--- src/rtl/turtle_plotter_bitmap_defines.svh ---
// Assertion macros for the turtle plotter bitmap block.
`ifndef TURTLE_PLOTTER_BITMAP_DEFINES_SVH
`define TURTLE_PLOTTER_BITMAP_DEFINES_SVH

`ifndef NO_ASSERTIONS
`define TPB_ASSERT_SAME(name, clk, rst, pre, post) \
   name: assert property (@(posedge clk) disable iff (rst) (pre) |-> (post)) \
      else $error("tpb assertion failed");
`define TPB_ASSERT_NEXT(name, clk, rst, pre, post) \
   name: assert property (@(posedge clk) disable iff (rst) (pre) |=> (post)) \
      else $error("tpb assertion failed");
`else
`define TPB_ASSERT_SAME(name, clk, rst, pre, post)
`define TPB_ASSERT_NEXT(name, clk, rst, pre, post)
`endif

`endif

--- src/rtl/tpb_pkg.sv ---
// Types and constants shared by the turtle plotter bitmap modules.
package tpb_pkg;

   localparam int KIND_W = 3;
   localparam int DIST_W = 8;
   localparam int POS_W  = 6;
   localparam int ROW_W  = 64;

   localparam logic [KIND_W-1:0] KIND_PEN_UP   = 3'd0;
   localparam logic [KIND_W-1:0] KIND_PEN_DOWN = 3'd1;
   localparam logic [KIND_W-1:0] KIND_RIGHT    = 3'd2;
   localparam logic [KIND_W-1:0] KIND_LEFT     = 3'd3;
   localparam logic [KIND_W-1:0] KIND_FORWARD  = 3'd4;
   localparam logic [KIND_W-1:0] KIND_READOUT  = 3'd5;

   localparam logic [1:0] HEAD_EAST = 2'd1;

   typedef struct packed {
      logic             rd_en;
      logic [POS_W-1:0] rd_addr;
      logic             wr_en;
      logic [POS_W-1:0] wr_addr;
      logic [ROW_W-1:0] wr_data;
   } mem_ctrl_type;

endpackage

--- src/rtl/tpb_row_mem.sv ---
// Bitmap row memory with per-row valid bits cleared at reset.
module tpb_row_mem #(
   parameter int GRID_SIZE = 64
) (
   input  logic                       clock,
   input  logic                       reset,
   input  tpb_pkg::mem_ctrl_type      ctrl,
   output logic [tpb_pkg::ROW_W-1:0]  rd_word
);

   localparam int IDX_W = (GRID_SIZE > 1) ? $clog2(GRID_SIZE) : 1;

   logic [tpb_pkg::ROW_W-1:0] row_mem_ff [GRID_SIZE];
   logic [tpb_pkg::ROW_W-1:0] rd_data_ff;
   logic [GRID_SIZE-1:0]      valid_ff;
   logic                      rd_valid_ff;

   always_ff @(posedge clock) begin
      if (ctrl.wr_en) begin
         row_mem_ff[ctrl.wr_addr[IDX_W-1:0]] <= ctrl.wr_data;
      end
      if (ctrl.rd_en) begin
         rd_data_ff <= row_mem_ff[ctrl.rd_addr[IDX_W-1:0]];
      end
   end

   always_ff @(posedge clock) begin
      if (reset) begin
         valid_ff    <= '0;
         rd_valid_ff <= 1'b0;
      end else begin
         if (ctrl.wr_en) begin
            valid_ff[ctrl.wr_addr[IDX_W-1:0]] <= 1'b1;
         end
         if (ctrl.rd_en) begin
            rd_valid_ff <= valid_ff[ctrl.rd_addr[IDX_W-1:0]];
         end
      end
   end

   // A row never written since reset reads blank.
   assign rd_word = rd_valid_ff ? rd_data_ff : '0;

endmodule

--- src/rtl/tpb_move_unit.sv ---
// Shared move unit: advance a position by a distance, clamped to the grid.
module tpb_move_unit #(
   parameter int GRID_SIZE = 64
) (
   input  logic [tpb_pkg::POS_W-1:0]  pos,
   input  logic [tpb_pkg::DIST_W-1:0] span,
   input  logic                       up,
   output logic [tpb_pkg::POS_W-1:0]  res
);

   localparam int SUM_W = tpb_pkg::DIST_W + 1;
   localparam logic [SUM_W-1:0] LAST_SUM = SUM_W'(GRID_SIZE - 1);

   logic [SUM_W-1:0] pos_ext;
   logic [SUM_W-1:0] span_ext;
   logic [SUM_W-1:0] sum;
   logic [SUM_W-1:0] diff;

   always_comb begin
      pos_ext  = SUM_W'(pos);
      span_ext = SUM_W'(span);
      sum      = pos_ext + span_ext;
      diff     = pos_ext - span_ext;
      if (up) begin
         res = (span_ext >= pos_ext) ? '0 : diff[tpb_pkg::POS_W-1:0];
      end else begin
         res = (sum > LAST_SUM) ? LAST_SUM[tpb_pkg::POS_W-1:0] : sum[tpb_pkg::POS_W-1:0];
      end
   end

endmodule

--- src/rtl/turtle_plotter_bitmap.sv ---
// Turtle plotter command interpreter over a square one-bit bitmap.
//
// Commands arrive on the req_ channel (req_kind, req_distance) and are taken
// one at a time; req_ready is high only while the sequencer is idle.
// Pen and turn commands finish in the cycle they are accepted. A forward
// move first plans the clamped end point in S_PLAN, then marks one cell
// per cycle in S_DRAW with the pen down; with the pen up or when blocked
// it returns to idle after the plan. Cells are marked by the shared move
// unit stepping the position one cell a cycle against a row memory with
// one read and one write port; horizontal runs collect in a row buffer
// and write once. A readout emits GRID_SIZE beats on the rsp_ channel,
// one row a cycle from the memory read port while rsp_ready does not
// stall it; the final beat has rsp_last_row set. The result sits in an
// output register, so a stalled rsp_ready only holds the row scan, and a
// new command may be accepted while the last row still waits to be taken.
// Reset puts the turtle at row 0, column 0, facing east, pen up, and clears
// the per-row valid bits so the bitmap reads blank at once.
module turtle_plotter_bitmap #(
   parameter int GRID_SIZE = 64
) (
   input  logic                        clock,
   input  logic                        reset,
   input  logic                        req_valid,
   output logic                        req_ready,
   input  logic [tpb_pkg::KIND_W-1:0]  req_kind,
   input  logic [tpb_pkg::DIST_W-1:0]  req_distance,
   output logic                        rsp_valid,
   input  logic                        rsp_ready,
   output logic [tpb_pkg::POS_W-1:0]   rsp_row_index,
   output logic [tpb_pkg::ROW_W-1:0]   rsp_row_bits,
   output logic                        rsp_last_row
);

`include "turtle_plotter_bitmap_defines.svh"

   localparam logic [tpb_pkg::POS_W-1:0] LAST_POS = tpb_pkg::POS_W'(GRID_SIZE - 1);

   typedef enum logic [1:0] {S_IDLE, S_PLAN, S_DRAW, S_READ} state_type;

   state_type                  state_ff, state_in;
   logic [tpb_pkg::POS_W-1:0]  row_pos_ff, row_pos_in;
   logic [tpb_pkg::POS_W-1:0]  col_pos_ff, col_pos_in;
   logic [1:0]                 heading_ff, heading_in;
   logic                       pen_up_ff, pen_up_in;
   logic [tpb_pkg::DIST_W-1:0] dist_ff, dist_in;
   logic [tpb_pkg::POS_W-1:0]  tgt_ff, tgt_in;
   logic [tpb_pkg::ROW_W-1:0]  buf_ff, buf_in;
   logic                       first_ff, first_in;
   logic [tpb_pkg::POS_W-1:0]  scan_row_ff, scan_row_in;
   logic                       rsp_valid_ff, rsp_valid_in;
   logic [tpb_pkg::POS_W-1:0]  rsp_row_ff, rsp_row_in;
   logic [tpb_pkg::ROW_W-1:0]  rsp_bits_ff, rsp_bits_in;
   logic                       rsp_last_ff, rsp_last_in;

   tpb_pkg::mem_ctrl_type      mem_ctrl;
   logic [tpb_pkg::ROW_W-1:0]  rd_word;

   logic                       axis_col;
   logic                       move_up;
   logic [tpb_pkg::POS_W-1:0]  mv_pos;
   logic [tpb_pkg::DIST_W-1:0] mv_dist;
   logic [tpb_pkg::POS_W-1:0]  mv_res;
   logic [tpb_pkg::ROW_W-1:0]  cur_word;
   logic [tpb_pkg::ROW_W-1:0]  new_word;
   logic                       req_fire;
   logic                       out_free;
   logic                       draw_done;

   tpb_row_mem #(.GRID_SIZE(GRID_SIZE)) u_row_mem (
      .clock   (clock),
      .reset   (reset),
      .ctrl    (mem_ctrl),
      .rd_word (rd_word)
   );

   tpb_move_unit #(.GRID_SIZE(GRID_SIZE)) u_move_unit (
      .pos  (mv_pos),
      .span (mv_dist),
      .up   (move_up),
      .res  (mv_res)
   );

   assign req_ready = (state_ff == S_IDLE);
   assign req_fire  = req_valid && req_ready;
   assign out_free  = !rsp_valid_ff || rsp_ready;

   // East and west move along the column; north and west decrease.
   assign axis_col = heading_ff[0];
   assign move_up  = ~(heading_ff[1] ^ heading_ff[0]);
   assign mv_pos   = axis_col ? col_pos_ff : row_pos_ff;
   assign mv_dist  = (state_ff == S_DRAW) ? tpb_pkg::DIST_W'(1) : dist_ff;

   assign cur_word  = first_ff ? rd_word : buf_ff;
   assign new_word  = cur_word | (tpb_pkg::ROW_W'(1) << col_pos_ff);
   assign draw_done = (mv_res == tgt_ff);

   always_comb begin
      state_in     = state_ff;
      row_pos_in   = row_pos_ff;
      col_pos_in   = col_pos_ff;
      heading_in   = heading_ff;
      pen_up_in    = pen_up_ff;
      dist_in      = dist_ff;
      tgt_in       = tgt_ff;
      buf_in       = buf_ff;
      first_in     = first_ff;
      scan_row_in  = scan_row_ff;
      rsp_valid_in = rsp_ready ? 1'b0 : rsp_valid_ff;
      rsp_row_in   = rsp_row_ff;
      rsp_bits_in  = rsp_bits_ff;
      rsp_last_in  = rsp_last_ff;
      mem_ctrl     = '0;

      case (state_ff)
         S_IDLE: begin
            if (req_fire) begin
               case (req_kind)
                  tpb_pkg::KIND_PEN_UP:   pen_up_in  = 1'b1;
                  tpb_pkg::KIND_PEN_DOWN: pen_up_in  = 1'b0;
                  tpb_pkg::KIND_RIGHT:    heading_in = heading_ff + 2'd1;
                  tpb_pkg::KIND_LEFT:     heading_in = heading_ff - 2'd1;
                  tpb_pkg::KIND_FORWARD: begin
                     dist_in  = req_distance;
                     state_in = S_PLAN;
                  end
                  tpb_pkg::KIND_READOUT: begin
                     mem_ctrl.rd_en   = 1'b1;
                     mem_ctrl.rd_addr = '0;
                     scan_row_in      = '0;
                     state_in         = S_READ;
                  end
                  default: ;
               endcase
            end
         end
         S_PLAN: begin
            if (pen_up_ff || (mv_res == mv_pos)) begin
               if (axis_col) begin
                  col_pos_in = mv_res;
               end else begin
                  row_pos_in = mv_res;
               end
               state_in = S_IDLE;
            end else begin
               tgt_in           = mv_res;
               first_in         = 1'b1;
               mem_ctrl.rd_en   = 1'b1;
               mem_ctrl.rd_addr = row_pos_ff;
               state_in         = S_DRAW;
            end
         end
         S_DRAW: begin
            // Write on every row change and at the end; otherwise keep the row buffered.
            if (!axis_col || draw_done) begin
               mem_ctrl.wr_en   = 1'b1;
               mem_ctrl.wr_addr = row_pos_ff;
               mem_ctrl.wr_data = new_word;
               first_in         = 1'b1;
            end else begin
               buf_in   = new_word;
               first_in = 1'b0;
            end
            if (axis_col) begin
               col_pos_in = mv_res;
            end else begin
               row_pos_in       = mv_res;
               mem_ctrl.rd_en   = !draw_done;
               mem_ctrl.rd_addr = mv_res;
            end
            if (draw_done) begin
               state_in = S_IDLE;
            end
         end
         S_READ: begin
            if (out_free) begin
               rsp_valid_in = 1'b1;
               rsp_row_in   = scan_row_ff;
               rsp_bits_in  = rd_word;
               rsp_last_in  = (scan_row_ff == LAST_POS);
               if (scan_row_ff == LAST_POS) begin
                  state_in = S_IDLE;
               end else begin
                  mem_ctrl.rd_en   = 1'b1;
                  mem_ctrl.rd_addr = scan_row_ff + tpb_pkg::POS_W'(1);
                  scan_row_in      = scan_row_ff + tpb_pkg::POS_W'(1);
               end
            end
         end
         default: state_in = S_IDLE;
      endcase
   end

   always_ff @(posedge clock) begin
      if (reset) begin
         state_ff     <= S_IDLE;
         row_pos_ff   <= '0;
         col_pos_ff   <= '0;
         heading_ff   <= tpb_pkg::HEAD_EAST;
         pen_up_ff    <= 1'b1;
         first_ff     <= 1'b1;
         rsp_valid_ff <= 1'b0;
      end else begin
         state_ff     <= state_in;
         row_pos_ff   <= row_pos_in;
         col_pos_ff   <= col_pos_in;
         heading_ff   <= heading_in;
         pen_up_ff    <= pen_up_in;
         first_ff     <= first_in;
         rsp_valid_ff <= rsp_valid_in;
      end
      dist_ff     <= dist_in;
      tgt_ff      <= tgt_in;
      buf_ff      <= buf_in;
      scan_row_ff <= scan_row_in;
      rsp_row_ff  <= rsp_row_in;
      rsp_bits_ff <= rsp_bits_in;
      rsp_last_ff <= rsp_last_in;
   end

   assign rsp_valid     = rsp_valid_ff;
   assign rsp_row_index = rsp_row_ff;
   assign rsp_row_bits  = rsp_bits_ff;
   assign rsp_last_row  = rsp_last_ff;

   `TPB_ASSERT_SAME(a_pos_in_grid, clock, reset, 1'b1, (row_pos_ff <= LAST_POS) && (col_pos_ff <= LAST_POS))
   `TPB_ASSERT_SAME(a_scan_open, clock, reset, rsp_valid && rsp_ready && !rsp_last_row, state_ff == S_READ)
   `TPB_ASSERT_SAME(a_buffer_horiz, clock, reset, (state_ff == S_DRAW) && !first_ff, heading_ff[0])
   `TPB_ASSERT_NEXT(a_draw_ends, clock, reset, (state_ff == S_DRAW) && draw_done, state_ff == S_IDLE)

endmodule
--- config.mk ---
export PLATFORM = sky130hd
export DESIGN_NAME = turtle_plotter_bitmap
export DESIGN_NICKNAME = d
export VERILOG_FILES = /design/src/rtl/tpb_pkg.sv /design/src/rtl/tpb_row_mem.sv /design/src/rtl/tpb_move_unit.sv /design/src/rtl/turtle_plotter_bitmap.sv
export VERILOG_INCLUDE_DIRS = /design/src /design/src/rtl
export SDC_FILE = /design/constraint.sdc
export NUM_CORES = 2
export LEC_CHECK = 0
export ABC_CLOCK_PERIOD_IN_PS = 12500
export BUFFER_PORTS_ARGS = -buffer_cell sky130_fd_sc_hd__buf_2
export CAP_MARGIN = 10
export CORE_MARGIN = 1.5
export CORE_UTILIZATION = 55
export DETAILED_ROUTE_END_ITERATION = 7
export PLACE_DENSITY = 0.71
export SETUP_SLACK_MARGIN = 0.3
export SYNTH_ARGS = -nofsm -noshare
export SYNTH_HDL_FRONTEND = slang
export SYNTH_HIERARCHICAL = 1
export SYNTH_SLANG_ARGS = --single-unit
--- constraint.sdc ---
create_clock -name clock -period 12.5 [get_ports clock]
set_input_delay 1.25 -clock clock [delete_from_list [all_inputs] [get_ports clock]]
set_output_delay 1.25 -clock clock [all_outputs]
set_load 0.01 [all_outputs]
Word level (Yosys, flattened, before mapping)
Memories as Yosys holds them, arrays and structs flattened. A register that Yosys moved wholly into a read port is not among the register bits.
Cells that the tools add are included.
{"block": "classes", "eq_ne": 20, "reduce_logical": 24, "bitwise": 5, "muxes": 48, "shift": 1, "div_mod_pow": 0, "magnitude_cmp": 5, "n_mul": 0, "n_addsub": 5}
{"op": "2-to-1 mux 71 bit", "count": 2}
{"op": "2-to-1 mux 64 bit", "count": 2}
{"op": "bitwise OR 64 bit", "count": 2}
{"op": "2-to-1 mux 6 bit", "count": 12}
{"op": "left shift 1 x 6 -> 64 bit, first input constant", "count": 1}
{"op": "2-to-1 mux 7 bit", "count": 6}
{"op": "one-hot mux 6 bit (2 select lines)", "count": 3}
{"op": "one-hot mux 7 bit (4 select lines)", "count": 1}
{"op": "< comparator 6 x 7 -> 1 bit, second input constant", "count": 2}
{"op": "equality test 6 bit", "count": 2}
{"op": "inequality test 2 bit, second input constant", "count": 6}
{"op": "2-to-1 mux 2 bit", "count": 5}
{"op": "AND reduction 2 bit", "count": 5}
{"op": "AND reduction 5 bit", "count": 2}
{"op": "adder 6 x 8 -> 9 bit", "count": 1}
{"op": "greater-than comparator 9 x 6 -> 1 bit, second input constant", "count": 1}
{"op": "2-to-1 mux 1 bit", "count": 9}
{"op": "AND reduction 3 bit", "count": 3}
{"op": "greater-or-equal comparator 8 x 6 -> 1 bit", "count": 1}
{"op": "2-to-1 mux 8 bit", "count": 1}
{"op": "one-hot mux 2 bit (2 select lines)", "count": 2}
{"op": "one-hot mux 2 bit (4 select lines)", "count": 1}
{"op": "nonzero test 2 bit", "count": 4}
{"op": "adder 6 x 1 -> 6 bit, second input constant", "count": 1}
{"op": "other kinds (22)", "count": 33}
{"block": "word_totals", "register_bits": 239, "n_memories": 1, "mem_bits_rw": 4096, "latchBits": 0, "mem_bits_ro": 0, "output_inout_bits": 73, "word_cells": 125}
{"name": "u_row_mem.row_mem_ff", "words": 64, "word_bits": 64, "read_ports": 1, "rd_ports_with_merged_regs": 1, "write_ports": 1, "line": "tpb_row_mem.sv:13", "source": "logic [tpb_pkg::ROW_W-1:0] row_mem_ff [GRID_SIZE];"}

Logic depth before layout (Yosys ltp)
{"block": "depth", "ltp_word": 15, "depth_mapped": 26}

Modules after synthesis
The synthesis kept the hierarchy.
{"module": "tpb_row_mem", "n_inst": 1, "cells_each": 6230, "area_each_um2": 159784.5}
{"module": "turtle_plotter_bitmap", "n_inst": 1, "cells_each": 614, "area_each_um2": 7887.6}
{"module": "tpb_move_unit", "n_inst": 1, "cells_each": 99, "area_each_um2": 729.4}

Worst setup path after synthesis
Ideal clock, no wire load.
{"block": "synth_path", "path_type": "reg2reg", "from": "register state_ff[0]", "to": "memory u_row_mem/row_mem_ff[40][0] (netlist bit) (enable)", "required_time_ns": 11.933, "t_arrival_ns": 8.735, "path_buffers": 2, "path_slack_ns": 3.198, "stages_incl_launch_ff": 21, "period_less_slack_ns": 9.302, "path_cell_list": "dfxtp_1 inv_1 ha_1 clkbuf_1 or2_2 ha_1 fa_1 nor2b_1 o31ai_2 o2bb2ai_1 o21bai_2 o21ai_0 xor2_1 nor2_1 nand4_1 a21o_2 inv_1 clkbuf_1 nor2b_1 nand3_1 nor3_1"}
{"element": "start, declared", "line": "turtle_plotter_bitmap.sv:40", "source": "state_type state_ff, state_in;"}
{"element": "start signal, assigned", "line": "turtle_plotter_bitmap.sv:203", "source": "state_ff <= state_in;"}
{"element": "end, declared", "line": "tpb_row_mem.sv:13"}

==> metrics.md <==
| Metric | Value |
|---|---|
| Via-to-Cell Ratio | about 6.9 |
| Die Area | a little over 300000 sq um |
| Power Density | about 160 nW/um^2 |
| Critical path cell sequence | mux2i_1 > inv_1 > ha_1 > fa_1 > nor2b_1 > o31ai_2 > o2bb2ai_1 > o21bai_2 > o21ai_0 > xor2_1 > nor2_1 > nand4_1 > a21o_2 > nor2_1 > and2_1 > nand3_1 > nor2_4 > buf_4 > buf_4 |
| Synth async-reset ratio | 0 |
| Ports | a little under 90 |
| Synth Instances | roughly 6900 |
| Critical Path Stages | 19 |
| Number of global-route vias before repair | about 80000 |
| Number of H-tree levels | 5 |
| Critical path arrival | between 9 and 10 ns |
| CP delay by family, top | simple AND/OR/NAND/NOR gates |
| Fin Setup TNS | 0 ns |
| Crit start category | register |
| Leakage | between 40 and 50 nW |
| Outcome | complete, no violations |
| Die X | ~560 um |
| Most common cell after layout, fill and taps aside | edfxtp_1 |
| FILL cells | slightly below 20000 |
| Die Ht | about 560 um |
| Highest clock rate | 0.1172 GHz |
| Relative slew margins | 0.07900 |
| Antenna viol nets, final | 0 |
| RSZ-0062 raised after global routing | false |
| Clk Latency, worst-skew pair | 0.94 ns |
| Max rail drop VDD | 0.1364 mV |
| Post-CTS sizing | 0 |
| Post-Synthesis Cell Area | 168400 sq um |
| Core Region | around 300000 sq um |
| Starting density of the core | 0.5543 |
| Commonest cells after routing, fill and taps aside | 4315 x edfxtp_1, 1356 x mux4_2, 435 x clkbuf_16 |
| Drt pass-1 iters | 8 |
| Syn_nets | around 7000 |
| Worst Path Buf+Inv | 3 |
| GPL Wtd Cong | approximately 0.86 |
| Netlist cell types | 63 |
| GR Overflow Total | 0 |
| Register area share after synthesis | 0.7794 |
| Clock sinks | between 4000 and 5000 |
| Bufs on Longest Clock Path | 4 |
| CTS tree | done |
| Final period utilization | 0.6824 |
| IO Port Bufs | 87 |
| Worst-case reg-to-reg path depth | 19 |
| Final HPWL DP | 231500 um |
| # rows | a little over 200 |
| RR Startpoint | heading_ff[0] |
| Met2 Usage GRT | 0.4559 |
| CP required | about 13 ns |
| Top_reg_cell synth | edfxtp_1 |
| Crit. Startpoint | heading_ff[0] |
| Crit path kind | reg2reg |
| Largest net degree at the start of global routing | approximately 160 |
| Root Driver | clkbuf_16 |
| Final setup viols | 0 |
| Met3 Usage GRT | 0.06229 |
| Worst setup EP type | register |
| Hold Crit Class | reg2reg |
| Global-route wire length before repair | 620700 um |
| Setup crit end | u_row_mem/row_mem_ff[39][42] |
| Slowest-stage cell, CP | nor2_4 |
| Share of cells above drive strength 1 | 0.3142 |
| Global-route total usage across every layer | 0.2892 |
| Reg-to-reg endpoint | u_row_mem/row_mem_ff[39][42] |
| Worst Hold Slack | about 0.47 ns |
| Initial antenna violation count | 35 |
| Clk slew on worst S/H paths | 0.07 ns |
| Setup bufs post-CTS | 0 |
| FF-to-FF setup slack | 3.97 ns |
| Fin crit period | around 8.5 ns |
| Hold Startpoint | u_row_mem/valid_ff[39] |
| Met1 GRT Util | 0.4011 |
| Drt wl/cell | roughly 38 um |
| Total Wirelength | 445600 um |
| Final hold vios | 0 |
| DRT iter0 DRCs | about 13000 |
| Worst Path Max Fanout | 35 |
| DRC | 0 |
| CTS buffer count | between 400 and 500 |
| Max-slew violations | 0 |
| Worst-margin pin slew | about 1.4 ns |
| Syn Area/Cell | 24.25 sq um |
| Total number of vias | 80980 |
| Hold_buf cts | 0 |
| Max_cap viols | 0 |
| P&R area growth vs syn | 12.30% |
| Synthesis Warnings | 6 |
| Post-synth EDFFs | between 4000 and 5000 |
| Most used routing layer | met2 |
| Crit-path max cell delay | 1.00 ns |
| Skew final | 0.04218 ns |
| FF+latch count, synth | between 4000 and 5000 |
| Fin nets | between 7000 and 8000 |
logic make-up after synthesis:
| logic type | synth area share |
|---|---|
| xor gates and xnor gates | 0.0009882 |
| buffers and inverters | 0.01056 |
| AOI/OAI and AO/OA | 0.005528 |
| and+or+nand+nor | 0.01479 |
| DFF | 0.7794 |
| muxes | 0.1868 |
| adders and majority gates | 0.001947 |
cells in the mapped netlist, types with 5 or more instances:
master / instances / share of area
buf_4: 28 / 0.0012
nor3_1: 12 / 0.00036
nor2b_1: 28 / 0.0010
buf_1: 34 / 0.00076
ha_1: 23 / 0.0017
dfxtp_1: 84 / 0.010
nand3b_1: 6 / 0.00027
a21oi_1: 16 / 0.00048
o21ai_0: 74 / 0.0022
edfxtp_1: 4315 / 0.77
buf_6: 10 / 0.00067
nand2b_1: 13 / 0.00048
nand2_1: 56 / 0.0012
mux4_2: 1356 / 0.18
nor2_1: 215 / 0.0048
and3_1: 6 / 0.00022
inv_1: 40 / 0.00089
xor2_1: 7 / 0.00036
nand4_1: 8 / 0.00030
xnor2_1: 12 / 0.00062
mux2i_1: 89 / 0.0053
clkbuf_1: 205 / 0.0046
a31oi_1: 5 / 0.00019
buf_2: 78 / 0.0023
and2_1: 135 / 0.0050
o22ai_1: 8 / 0.00030
nand3_1: 16 / 0.00048
area by class of cell:
type | instances | area, sq um | area share
sequential | 4399 | 131300 | 0.6941
multi-input combinational | 2146 | 35970 | 0.1902
clock buffer | 524 | 11340 | 0.05996
tap | 4080 | 5105 | 0.02699
timing repair buffer | 328 | 2623 | 0.01387
clock inverter | 242 | 2616 | 0.01383
inverter | 41 | 153.9 | 0.0008138
antenna | 18 | 45.04 | 0.0002382
power by group:
part / switching [mW] / internal, mW / total [mW] / leakage, nW
combinational: 1.04 / 0.471 / 1.51 / 8.32
sequential: 0.136 / 16.2 / 16.4 / 31.9
clock: 5.40 / 7.50 / 12.9 / 6.82
total: 6.58 / 24.2 / 30.8 / 47.0
registers in the layout, summed over array words and instances, names as in the netlist, 2 cells and up:
| register | count |
|---|---|
| u_row_mem/row_mem_ff | 4096 |
| state_ff | 2 |
| row_pos_ff | 6 |
| col_pos_ff | 6 |
| heading_ff | 2 |
| dist_ff | 8 |
| rsp_row_bits | 64 |
| u_row_mem/valid_ff | 64 |
| buf_ff | 64 |
| rsp_row_index | 6 |
| scan_row_ff | 6 |
| u_row_mem/rd_data_ff | 64 |
| tgt_ff | 6 |
per-layer routing:
layer / share of wire / up-vias
met4: 0.042 / 14
met2: 0.48 / 5924
met1: 0.36 / 43570
met3: 0.12 / 905
li1: - / 30570
met5: 0.00021 / -
worst reg2reg max path: cells and delay by family, from the launching register on:
family,cells,cell delay [ns]
AO/OA/AOI/OAI,5,1.41
flip-flops,1,0.74
buffers and inverters,3,1.43
multiplexers,1,0.41
AND/OR/NAND/NOR,7,3.10
XOR/XNOR,1,0.26
adder cells (fa/ha/maj),2,0.74
metrics by stage:
stage	power [mW]	utilization	setup WS, ns	cells	cell area [sq um]
3_3_place_gp	18.12	0.5759	4.180	10990	175000
2_1_floorplan	17.54	-	3.198	6943	168400
3_5_place_dp	18.14	0.5763	4.185	10990	175100
6_report	30.77	0.6225	3.970	11780	189100
4_1_cts	30.84	0.6223	4.146	11760	189000
5_1_grt	31.48	0.6224	3.608	11770	189100
worst min path at each step:
stage	end	slack, ns	cells past startpoint
after detailed placement	u_row_mem/valid_ff[39]	0.45	2
after floorplan	u_row_mem/valid_ff[61]	0.43	2
after global routing	dist_ff[0]	0.48	1
after CTS	dist_ff[5]	0.44	1
final	u_row_mem/valid_ff[39]	0.47	2
after global placement	u_row_mem/valid_ff[6]	0.44	2
Note: power is estimated with default switching activity, not from simulation.
